File: config.mk
export PLATFORM = sky130hd
export DESIGN_NAME = salc_ctrl
export DESIGN_NICKNAME = d
export VERILOG_FILES = /design/src/rtl/salc_pkg.sv /design/src/rtl/salc_ctrl.sv
export SDC_FILE = /design/constraint.sdc
export NUM_CORES = 1
export LEC_CHECK = 0
export BUFFER_PORTS_ARGS = -buffer_cell sky130_fd_sc_hd__buf_2
export CORE_AREA = 2 2 39 41
export DETAILED_ROUTE_END_ITERATION = 16
export DIE_AREA = 0 0 41 43
export PLACE_DENSITY_LB_ADDON = 0.12
export SLEW_MARGIN = 10
export SYNTH_ARGS = -nofsm -noshare
export SYNTH_HDL_FRONTEND = slang
export SYNTH_SLANG_ARGS = --single-unit
File: constraint.sdc
create_clock -name clk -period 1.8 [get_ports clk]
set_clock_uncertainty 0.1 [all_clocks]
set_input_delay 0.45 -clock clk [delete_from_list [all_inputs] [get_ports clk]]
set_output_delay 0.45 -clock clk [all_outputs]
set_load 0.03 [all_outputs]
File: src/rtl/salc_pkg.sv
// Package of shared constants, codes and control types for the LRU cache simulator.
`timescale 1ns / 1ps

package salc_pkg;

	// Default sizing of the cache storage.
	localparam int DEF_MAX_SET_BITS = 6;
	localparam int DEF_MAX_WAYS     = 8;
	localparam int DEF_ADDR_WIDTH   = 64;

	// Fixed field widths.
	localparam int ADDR_PORT_W = 64;
	localparam int CNT_W       = 32;
	localparam int FUNC_W      = 2;
	localparam int CFG_IDX_W   = 2;
	localparam int CFG_DATA_W  = 6;
	localparam int SHAMT_W     = 7;

	// Access kinds carried by the func field.
	localparam logic [FUNC_W-1:0] FUNC_LOAD   = 2'd0;
	localparam logic [FUNC_W-1:0] FUNC_MODIFY = 2'd1;
	localparam logic [FUNC_W-1:0] FUNC_FETCH  = 2'd2;

	// Configuration register indexes.
	localparam logic [CFG_IDX_W-1:0] REG_SET_BITS   = 2'd0;
	localparam logic [CFG_IDX_W-1:0] REG_BLOCK_BITS = 2'd1;
	localparam logic [CFG_IDX_W-1:0] REG_WAYS       = 2'd2;

	// Outcome of one access.
	typedef enum logic [1:0] {
		OUTCOME_HIT   = 2'd0,
		OUTCOME_FILL  = 2'd1,
		OUTCOME_EVICT = 2'd2
	} outcome_t;

	// Commands from the controller to the datapath.
	typedef struct packed {
		logic capture;
		logic clear;
		logic read;
		logic update;
		logic last;
	} salc_cmd_t;

	// Status from the datapath to the controller.
	typedef struct packed {
		logic clr_done;
	} salc_status_t;

endpackage

File: src/rtl/salc_ctrl.sv
// Controller state machine that sequences the clearing pass and each cache access.
`timescale 1ns / 1ps

module salc_ctrl (
	input  logic                        clk,
	input  logic                        arst_n,
	input  logic                        start,
	input  logic [salc_pkg::FUNC_W-1:0] func,
	input  salc_pkg::salc_status_t      status,
	output logic                        busy,
	output salc_pkg::salc_cmd_t         cmd
);
	import salc_pkg::*;

	typedef enum logic [3:0] {
		ST_CLEAR  = 4'b0001,
		ST_IDLE   = 4'b0010,
		ST_READ   = 4'b0100,
		ST_UPDATE = 4'b1000
	} state_t;

	state_t state_q;
	state_t state_d;
	logic   second_q;
	logic   second_d;
	logic   accept;

	assign busy   = (state_q != ST_IDLE);
	assign accept = start && !busy;

	// Next state and command decode.
	always_comb begin
		state_d     = state_q;
		second_d    = second_q;
		cmd         = '0;
		unique case (state_q)
			ST_CLEAR: begin
				cmd.clear = 1'b1;
				if (status.clr_done) begin
					state_d = ST_IDLE;
				end
			end
			ST_IDLE: begin
				if (accept) begin
					cmd.capture = 1'b1;
					unique case (func)
						FUNC_LOAD: begin
							state_d  = ST_READ;
							second_d = 1'b0;
						end
						FUNC_MODIFY: begin
							state_d  = ST_READ;
							second_d = 1'b1;
						end
						FUNC_FETCH: begin
							state_d = ST_IDLE;
						end
						default: begin
							state_d = ST_IDLE;
						end
					endcase
				end
			end
			ST_READ: begin
				cmd.read = 1'b1;
				state_d  = ST_UPDATE;
			end
			ST_UPDATE: begin
				cmd.update = 1'b1;
				cmd.last   = !second_q;
				if (second_q) begin
					second_d = 1'b0;
					state_d  = ST_READ;
				end else begin
					state_d = ST_IDLE;
				end
			end
			default: begin
				state_d = ST_IDLE;
			end
		endcase
	end

	// State registers.
	always_ff @(posedge clk or negedge arst_n) begin
		if (!arst_n) begin
			state_q  <= ST_CLEAR;
			second_q <= 1'b0;
		end else begin
			state_q  <= state_d;
			second_q <= second_d;
		end
	end

endmodule

# Yosys cells after proc, flatten, opt, wreduce, memory -nomap -nowiden
# Cells that the tools add are included.
word_totals:
  ff_bits: 5
  output_inout_bits: 6
  wordCells: 32
op_classes:
  eq_ne: 9
  mux: 13
  n_reduce_logical: 8
ops:
  columns: ["op", "count"]
  rows:
  - ["case mux 4 bit (4 select lines)", 1]
  - ["two-way mux 4 bit", 2]
  - ["two-way mux 3 bit", 2]
  - ["two-way mux 1 bit", 5]
  - ["== test 4 x 1 -> 1 bit, second input constant", 1]
  - ["== test 4 x 2 -> 1 bit, second input constant", 1]
  - ["== test 4 x 3 -> 1 bit, second input constant", 1]
  - ["== test 4 bit, second input constant", 1]
  - ["inequality test 2 bit, second input constant", 2]
  - ["inequality test 4 x 2 -> 1 bit, second input constant", 1]
  - ["case mux 1 bit (2 select lines)", 2]
  - ["inequality test 3 bit, second input constant", 1]
  - ["AND reduction 3 bit", 1]
  - ["== test 2 x 1 -> 1 bit, second input constant", 1]
  - ["logical NOT 1 bit", 2]
  - ["logical NOT 2 bit", 1]
  - ["two-way mux 2 bit", 1]
  - ["AND reduction 2 bit", 1]
  - ["nonzero test 2 bit", 1]
  - ["OR reduction 2 bit", 1]
  - ["logical AND 1 bit", 1]

# Depth between registers and ports, before layout
# Gate-level depths: netlist (run 1).
logic_depth:
  word_depth: 5
  depth_mapped: 4
  ltp_nobuf: 4

# Least setup slack after synthesis (run 1)
# Ideal clock, no wire load.
synth_path:
  path_type: "reg2out"
  startpoint: "register state_q[0]"
  endpoint: "output port cmd[3] (netlist bit)"
  arrival_time_ns: 1.705
  path_slack_ns: -0.455
  stages_incl_launch_ff: 2
  path_cell_list: "dfstp_2 > nor4b_1"
synth_rtl:
  columns: ["item", "line", "source"]
  rows:
  - ["start, declared", "salc_ctrl.sv:22", "state_t state_q;"]
  - ["start signal, assigned", "salc_ctrl.sv:90", "state_q <= state_d;"]
  - ["end, declared", "salc_ctrl.sv:11", "output salc_pkg::salc_cmd_t cmd"]

# Worst setup path in the final report (run 1)
layout_path:
  startpoint: "register state_q[2]"
  endpoint: "output port busy"
layout_between:
  elab_chain_len: 1
layout_rtl:
  columns: ["item", "line", "source"]
  rows:
  - ["inequality test 4 x 2 -> 1 bit", "salc_ctrl.sv:28", "assign busy = (state_q != ST_IDLE);"]
  - ["end, declared", "salc_ctrl.sv:10", "output logic busy,"]
# No other way between the ends.

==> results of run 1 <==
-- cell families (layout without fill, tap and decap cells) --
family | count (synthesis) | after routing
simple gates | 12 | 12
compound gates | 5 | 5
flops | 5 | 5
buf+inv | 4 | 31
xor+xnor | 1 | 1
-- what timing repair did --
item	in CTS	in global routing
endpoints found under the hold margin	4	0
pin swaps	5	2
hold buffers	1	0
endpoints found under the setup margin	6	6
buffers inserted	6	2
gates resized for setup	15	2
-- metal layers --
layer / share of wire [%] / GRT usage, %
met1: 36 / 14.4
met2: 56 / 20.0
met3: 8.3 / 3.66
met4: 0 / 2.00
met5: 0 / 0
-- power by group --
group          switching (W)  internal (W)  total, W  leakage [nW]
Clock              0.0000448     0.0000838  0.000129        0.0150
Sequential         0.0000493      0.000145  0.000195        0.0565
Combinational       0.000177      0.000235  0.000412         0.203
Total               0.000271      0.000464  0.000735         0.274
-- worst min-delay path, delay by kind of cell --
family / cells / cell delay, ns
simple gates: 1 / 0.08
buf+inv: 3 / 0.15
-- worst paths after layout --
check	from	to	slack, ns	depth (start not counted)
min in group asynchronous	arst_n	second_q$_DFFE_PN0P_	0.45	2
max in group asynchronous	arst_n	state_q[0]$_DFFE_PN1P_	0.92	2
hold reg to reg	state_q[3]$_DFFE_PN0P_	state_q[3]$_DFFE_PN0P_	0.42	1
setup / recovery	state_q[2]$_DFFE_PN0P_	busy	-0.10	4
setup reg to reg	state_q[2]$_DFFE_PN0P_	state_q[1]$_DFFE_PN0P_	0.18	5
hold / removal	status	state_q[0]$_DFFE_PN1P_	0.35	4
-- flip-flops by register name, summed over array words and instances (netlist names) --
register and count:
state_q 4, second_q 1
-- cell usage in the layout (no fill, tap or decap) --
| cell type | count |
|---|---|
| a31oi_1 | 1 |
| inv_1 | 3 |
| and2_4 | 1 |
| and2b_2 | 1 |
| a22oi_1 | 1 |
| a22o_1 | 1 |
| xor2_1 | 1 |
| clkbuf_4 | 3 |
| buf_6 | 7 |
| nor4b_2 | 1 |
| buf_4 | 10 |
| nor2_1 | 3 |
| o31a_1 | 1 |
| nor4b_4 | 3 |
| buf_2 | 5 |
| clkbuf_1 | 1 |
| dfrtp_1 | 1 |
| dfrtp_2 | 3 |
| a22oi_2 | 1 |
| inv_2 | 1 |
| nor4b_1 | 1 |
| dlygate4sd3_1 | 1 |
| dfstp_2 | 1 |
| nand2_1 | 1 |
| nor3b_1 | 1 |
-- stage by stage --
stage	util, %	std cells
2_1_floorplan	-	27
4_1_cts	39.7	68
3_5_place_dp	30.3	57
5_1_grt	41.0	70
3_3_place_gp	30.3	57
6_report	41.0	70
-- area by class of cell --
class | instances | area share [%]
clock buffers | 4 | 4.63
inverters | 4 | 2.64
multi-input cells | 18 | 33.0
flip-flops and latches | 5 | 22.9
well taps | 16 | 3.52
repair buffers | 23 | 33.3
==> impl_metrics.ini, run 1 <==
[run_status]
status = finished with violations
violations = negative setup slack

[logic_synthesis]
synth-xor-area-share_pct = 2.87
yosysSeqAreaShare_pct = 41.4
synth_top_family_by_area = simple AND/OR/NAND/NOR gates
ys_ff_latch = 5
yosysTopAreaCell = dfrtp_1
yosys.area_share.simple_pct = 36.5
synthArstFlopShare_pct = 100
synth_fp_nets = 33
syn_area_per_cell_sq_um = 11.3
synth_warnings = 0
yosys_most_used_dff = dfrtp_1
synth_edf_count = 0
synthCells = 27
syn_area_sq_um = 305
yosys.area.top_type_share_pct = 32.8
synth.area.mux_share_pct = 0
synth_fa_ha_area_share_pct = 0
synthTopCellsByCount = dfrtp_1 (4), inv_1 (4), nor2_1 (3), nor4b_1 (3), nor4b_4 (2)
synth_cell_types = 16
ys_top_cells_by_area = dfrtp_1 (33%), nor4b_4 (16%), dfstp_2 (8.6%), nor4b_1 (8.6%), inv_1 (4.9%)
synth_compound_area_share_pct = 14.3

[final_layout]
nets = 61
layout-area-overhead-vs-synth_pct = 86.1
n_antenna_cell = 0
regArea_sq_um = 130
drive_above_1_share_pct = 68.5
multi_input_area_sq_um = 188
fin_area_sq_um = 568
nFillCells = 151

[clocking]
cts_sinks = 5
clock_latency_ns = 0.24
cts_buffers = 3
cts_htree_levels = 1
cts-root-buf = clkbuf_4
clk_pin_slew_worst_paths_ns = 0.05
cts_buffer_depth = 2
cts_tree = yes

[floorplanning]
die_y_um = 43
dieArea_sq_um = 1760
initial_core_util_pct = 22.1
rows = 14
io_pins = 12
coreArea_sq_um = 1380
die_x_um = 41

[setup_path]
worst-path-max-fanout = 3
crit_path_cell_trace = nor4b_4 -> buf_4 -> inv_2 -> buf_6
start_kind = flip-flop
crit_arrival_ns = 1.35
required_ns = 1.25
critPathMaxStageDelay_ns = 0.44
crit_family = flip-flops
worstSetupPathType = flip-flop to output port
cp_slowest_cell = dfrtp_2
cp-end-kind = output port
critPathBufInv = 3

[global_routing]
grt_antenna_before_repair = 0
grt_pass1_vias = 326
grt_pass1_wl_mm = 1.42
track_usage_pct = 11.9
grt_max_degree = 6
overflow = 0

[sta]
fin_hold_ws_ns = 0.350
fin_ws_ns = -0.101
tightest_slew_ns = 0.254
rsz0062_at_grt = yes
hold_violations = 0
drv_slew = 0
slew_headroom_pct = 82.9
setup_viol = 6
period_needed_ns = 1.90
period_share_pct = 106
setup-tns-final_ns = -0.333
max_freq_mhz = 526

[routing]
routed_wirelength_um = 921
post-route-drc-count = 0
antenna_left = 0
wl_per_cell_um = 13.2
vias_per_cell = 4.59
via_count = 321
drtIter0Drc = 9
drt-pass1-iter-count = 4

[place]
portBuffers = 11
hpwl_um = 593
dp_slack_ns = 0.0802
place.gp.congestion = 0.686
postPlaceCellArea_sq_um = 419

[power_and_ir_drop]
power.leakage_nw = 0.274
total_power_w = 0.000735
peakVddDrop_uv = 678
pwr_density_cell_nw_per_um2 = 1290

[worst_hold_path]
hp-class = primary input to flip-flop

[job]
drv_cap = 0
Power figures use the tool's default switching activity.
==> inputs of run 2 (changes only) <==
--- a/config.mk
+++ b/config.mk
@@ -7,7 +7,7 @@
 export LEC_CHECK = 0
 export BUFFER_PORTS_ARGS = -buffer_cell sky130_fd_sc_hd__buf_2
-export CORE_AREA = 2 2 39 41
+export CORE_AREA = 5 5 42 44
 export DETAILED_ROUTE_END_ITERATION = 16
-export DIE_AREA = 0 0 41 43
+export DIE_AREA = 0 0 47 49
 export PLACE_DENSITY_LB_ADDON = 0.12
 export SLEW_MARGIN = 10
==> constraint.sdc (replaced) <==
create_clock -name clk -period 1.8 [get_ports clk]
set_clock_uncertainty 0.1 [all_clocks]
set_input_delay 0.45 -clock clk [delete_from_list [all_inputs] [get_ports clk]]
set_output_delay 0.45 -clock clk [all_outputs]
set_load 0.005 [all_outputs]
==> run 2 against run 1 <==
The flow still finishes with violations (negative setup slack). Worst setup slack improved by 0.049 ns. Routed wire length down 5.0%. Critical path type unchanged. Global-route usage is 2.8 points lower. Non-clock buffer count rose by 1. Largest power group unchanged. Count of clock-buffer cells in the layout stayed put. Combinational power down 27%. Largest cell class is now multi-input combinational cells.
==> impl_metrics.ini, run 2 (synthesis results as in run 1) <==
[routing]
wl_per_cell_um = 12.3
routed_wirelength_um = 875
drt-pass1-iter-count = 4
via_count = 322
drtIter0Drc = 6
post-route-drc-count = 0
antenna_left = 0
vias_per_cell = 4.54

[floorplanning]
rows = 14
io_pins = 12
die_y_um = 49
die_x_um = 47
coreArea_sq_um = 1400
dieArea_sq_um = 2300
initial_core_util_pct = 21.8

[sta]
drv_slew = 0
fin_hold_ws_ns = 0.344
tightest_slew_ns = 0.286
rsz0062_at_grt = yes
period_share_pct = 103
max_freq_mhz = 540
fin_ws_ns = -0.0518
hold_violations = 0
setup-tns-final_ns = -0.0662
slew_headroom_pct = 80.8
setup_viol = 3
period_needed_ns = 1.85

[setup_path]
crit_path_cell_trace = nor4b_4 -> and2_4 -> buf_6
crit_cells = 3
r2r_start = state_q[2]$_DFFE_PN0P_
crit_family = simple AND/OR/NAND/NOR gates
worstSetupEndpoint = cmd[4]
cp_slowest_cell = dfrtp_2
reg2reg_to = second_q$_DFFE_PN0P_
startpoint = state_q[3]$_DFFE_PN0P_
required_ns = 1.25
cp-end-kind = output port
worst-r2r-setup-slack_ns = 0.20
crit_arrival_ns = 1.30
critPathBufInv = 1
worst-r2r-cell-count = 6
critPathMaxStageDelay_ns = 0.43
worst-path-max-fanout = 4
start_kind = flip-flop
worstSetupPathType = flip-flop to output port

[clocking]
cts_sinks = 5
cts_htree_levels = 1
clock_latency_ns = 0.24
cts-root-buf = clkbuf_4
cts_buffers = 3
cts_tree = yes
cts_buffer_depth = 2
clk_pin_slew_worst_paths_ns = 0.04

[power_and_ir_drop]
p_clk_share_pct = 20.5
comb_power_share_pct = 48.2
peakVddDrop_uv = 473
pwr_density_cell_nw_per_um2 = 1170
power.leakage_nw = 0.278
p_int_w = 0.000418
switching_share_pct = 32.8
power.switching_w = 0.000204
seq_power_share_pct = 31.3

[final_layout]
n_antenna_cell = 0
multi_input_area_sq_um = 171
regMostFlops = state_q
drive_above_1_share_pct = 63.6
nets = 62
layout-area-overhead-vs-synth_pct = 73.8
largestRegisters = state_q: 4 flops, second_q: 1 flops
final_common_cell = buf_4
largest_register_ffs = 4
nFillCells = 153
instances_no_fill = 71
layout_common_cells = buf_4 (12), buf_2 (9), inv_1 (4)
regArea_sq_um = 130

[global_routing]
grt_pass1_vias = 333
overflow = 0
grt_pass1_wl_mm = 1.42
track_usage_pct = 9.11
grt_antenna_before_repair = 0
grt_max_degree = 7

[run_status]
status = finished with violations
violations = negative setup slack

[place]
hpwl_um = 554
dp.cells = 56
place.gp.congestion = 0.766
portBuffers = 11
dp_slack_ns = 0.123

[worst_hold_path]
hp-class = primary input to flip-flop
whs_path_depth = 4

[job]
drv_cap = 0
## run 2: repair_timing
item / in CTS / in global routing
buffers inserted: 6 / 4
setup endpoints to repair: 5 / 6
hold buffers: 1 / 0
gates resized for setup: 7 / 0
pin swaps: 3 / 3
hold endpoints to repair: 4 / 0
## run 2: area by class of cell
class                           instances  share of cell area [%]
Multi-Input combinational cell         18                    32.3
Timing Repair Buffer                   24                    31.6
Sequential cell                         5                    24.5
Clock buffer                            4                    4.95
Tap cell                               16                    3.77
Inverter                                4                    2.83
## run 2: power by group through the flow
stage | Clock (W) | Sequential (W) | Combinational, W
2_1_floorplan | 0 | 0.000182 | 0.000129
3_3_place_gp | 0 | 0.000191 | 0.000185
3_5_place_dp | 0 | 0.000190 | 0.000182
4_1_cts | 0.000135 | 0.000193 | 0.000264
5_1_grt | 0.000148 | 0.000199 | 0.000323
6_report | 0.000127 | 0.000195 | 0.000300
## run 2: how the worst min path moves through the flow
stage	slack [ns]	end	from
after detailed placement	0.17	state_q[1]$_DFFE_PN0P_	arst_n
after global routing	0.37	state_q[0]$_DFFE_PN1P_	status
final	0.34	state_q[0]$_DFFE_PN1P_	status
after global placement	0.17	state_q[1]$_DFFE_PN0P_	arst_n
after CTS	0.34	state_q[0]$_DFFE_PN1P_	status
after floorplan	0.05	second_q$_DFFE_PN0P_	arst_n
## run 2: layer usage
layer,vias up,track usage (%),share of wire [%]
li1,153,-,-
met1,154,9.53,41
met2,13,12.4,49
met3,2,7.01,8.3
met4,0,5.53,1.4
met5,-,0,0
## run 2: worst min-delay path, cell delays in order
cell and delay, ns:
buf_2 0.08, inv_1 0.03, nand2_1 0.08, inv_1 0.04
## run 2: stage by stage
stage | util [%] | power, W | cell area (sq um)
2_1_floorplan | - | 0.000311 | 305
3_3_place_gp | 28.2 | 0.000375 | 395
3_5_place_dp | 28.2 | 0.000373 | 395
4_1_cts | 35.7 | 0.000592 | 500
5_1_grt | 37.9 | 0.000670 | 531
6_report | 37.9 | 0.000622 | 531
==> inputs of run 3 (changes only) <==
CTS_BUF_LIST = sky130_fd_sc_hd__clkbuf_16   (was not set)
==> run 3 against run 2 <==
Critical endpoint unchanged. Non-clock buffer count decreased by 2. Worst setup slack better by 0.018 ns. Die area is the same. Via count shrank 5.0%. The flow still finishes with violations (negative setup slack). Sequential cell count unchanged.
==> impl_metrics.ini, run 3 (synthesis results as in run 1) <==
[run_status]
status = finished with violations
violations = negative setup slack

[routing]
drt-pass1-iter-count = 2
vias_per_cell = 4.43
drtIter0Drc = 1
wl_per_cell_um = 12.2
routed_wirelength_um = 841
via_count = 306
antenna_left = 0
post-route-drc-count = 0

[clocking]
cts_sinks = 5
cts_tree = yes
cts-root-buf = clkbuf_16
cts_htree_levels = 1
cts_buffers = 3
clock_latency_ns = 0.23
cts_buffer_depth = 2
clk_pin_slew_worst_paths_ns = 0.03

[floorplanning]
die_y_um = 49
io_pins = 12
coreArea_sq_um = 1400
dieArea_sq_um = 2300
initial_core_util_pct = 21.8
rows = 14
die_x_um = 47

[final_layout]
drive_above_1_share_pct = 62.3
layout_common_cells = buf_2 (10), buf_4 (10), inv_1 (5)
largest_register_ffs = 4
nets = 60
fin_area_sq_um = 562
largestRegisters = state_q: 4 flops, second_q: 1 flops
n_antenna_cell = 0
layout-area-overhead-vs-synth_pct = 84.0
regMostFlops = state_q
fin_util_pct = 40.1

[setup_path]
worst-path-max-fanout = 4
worstSetupPathType = flip-flop to output port
start_kind = flip-flop
crit_arrival_ns = 1.28
cp-end-kind = output port
required_ns = 1.25

[global_routing]
track_usage_pct = 8.40
grt_antenna_before_repair = 0
grt_pass1_wl_mm = 1.35
overflow = 0
grt_pass1_vias = 316
grt_max_degree = 7

[sta]
slew_headroom_pct = 81.3
tightest_slew_ns = 0.279
setup_viol = 1
period_needed_ns = 1.83
rsz0062_at_grt = yes
max_freq_mhz = 545
fin_ws_ns = -0.0341
hold_violations = 0
setup-tns-final_ns = -0.0341
period_share_pct = 102
drv_slew = 0

[worst_hold_path]
hp-class = primary input to flip-flop

[job]
drv_cap = 0

[power_and_ir_drop]
total_power_w = 0.000821
pwr_density_cell_nw_per_um2 = 1460
peakVddDrop_uv = 624
power.leakage_nw = 0.295

[place]
hpwl_um = 554
postPlaceCellArea_sq_um = 395
place.gp.congestion = 0.766
portBuffers = 11
[run 3: changes by cell type in the layout (fill, tap and decap cells not counted), sizes merged]
cell / delta
buf: -2
clkbuf: -1
inv: +1
[run 3: layout make-up]
type | instances | area [sq um]
sequential | 5 | 130
clock buffer | 3 | 75.1
inverter | 4 | 15.0
fill | 150 | 840
tap | 16 | 20.0
clock inverter | 1 | 3.75
multi-input combinational | 18 | 171
timing repair buffer | 22 | 146
[run 3: stage by stage]
stage               hold WS, ns  instances  worst slack (ns)
global placement          0.167         56             0.126
CTS                       0.358         65           -0.0436
finish                    0.358         69           -0.0341
global route              0.402         69            -0.104
detailed placement        0.167         56             0.123
floorplan                0.0544         27             0.258
[run 3: timing repair]
action                     4_1_cts  5_1_grt
setup endpoints to repair        4        6
hold endpoints to repair         4        0
resized for setup                6        0
pin swaps                        3        3
hold buffers                     1        0
setup buffers                    4        4
[run 3: critical path: stages, from the launching register on]
cell and delay [ns]:
dfrtp_2 0.43, nor4b_4 0.33, and2_4 0.20, buf_6 0.09
[run 3: power by group]
part	switching, W	internal (W)
Clock	0.0000707	0.000287
Combinational	0.000101	0.000169
Sequential	0.0000478	0.000146
Total	0.000219	0.000602
[run 3: path summary, 6_finish.rpt]
path,from,to,slack (ns),cells after the start
max,state_q[3]$_DFFE_PN0P_,cmd[4],-0.03,3
min,status,state_q[0]$_DFFE_PN1P_,0.36,4
max reg2reg,state_q[0]$_DFFE_PN1P_,state_q[1]$_DFFE_PN0P_,0.20,5
min reg2reg,state_q[1]$_DFFE_PN0P_,state_q[3]$_DFFE_PN0P_,0.44,1
max in group asynchronous,arst_n,state_q[0]$_DFFE_PN1P_,0.93,2
min in group asynchronous,arst_n,state_q[2]$_DFFE_PN0P_,0.46,2
[run 3: per-layer routing]
| metal | share of wire [%] | up-vias | global-route usage [%] |
|---|---|---|---|
| met5 | 0 | - | 0 |
| met4 | 0 | 0 | 4.15 |
| met3 | 8.8 | 0 | 5.90 |
| met2 | 48 | 11 | 11.3 |
| met1 | 44 | 145 | 9.76 |
| li1 | - | 150 | - |
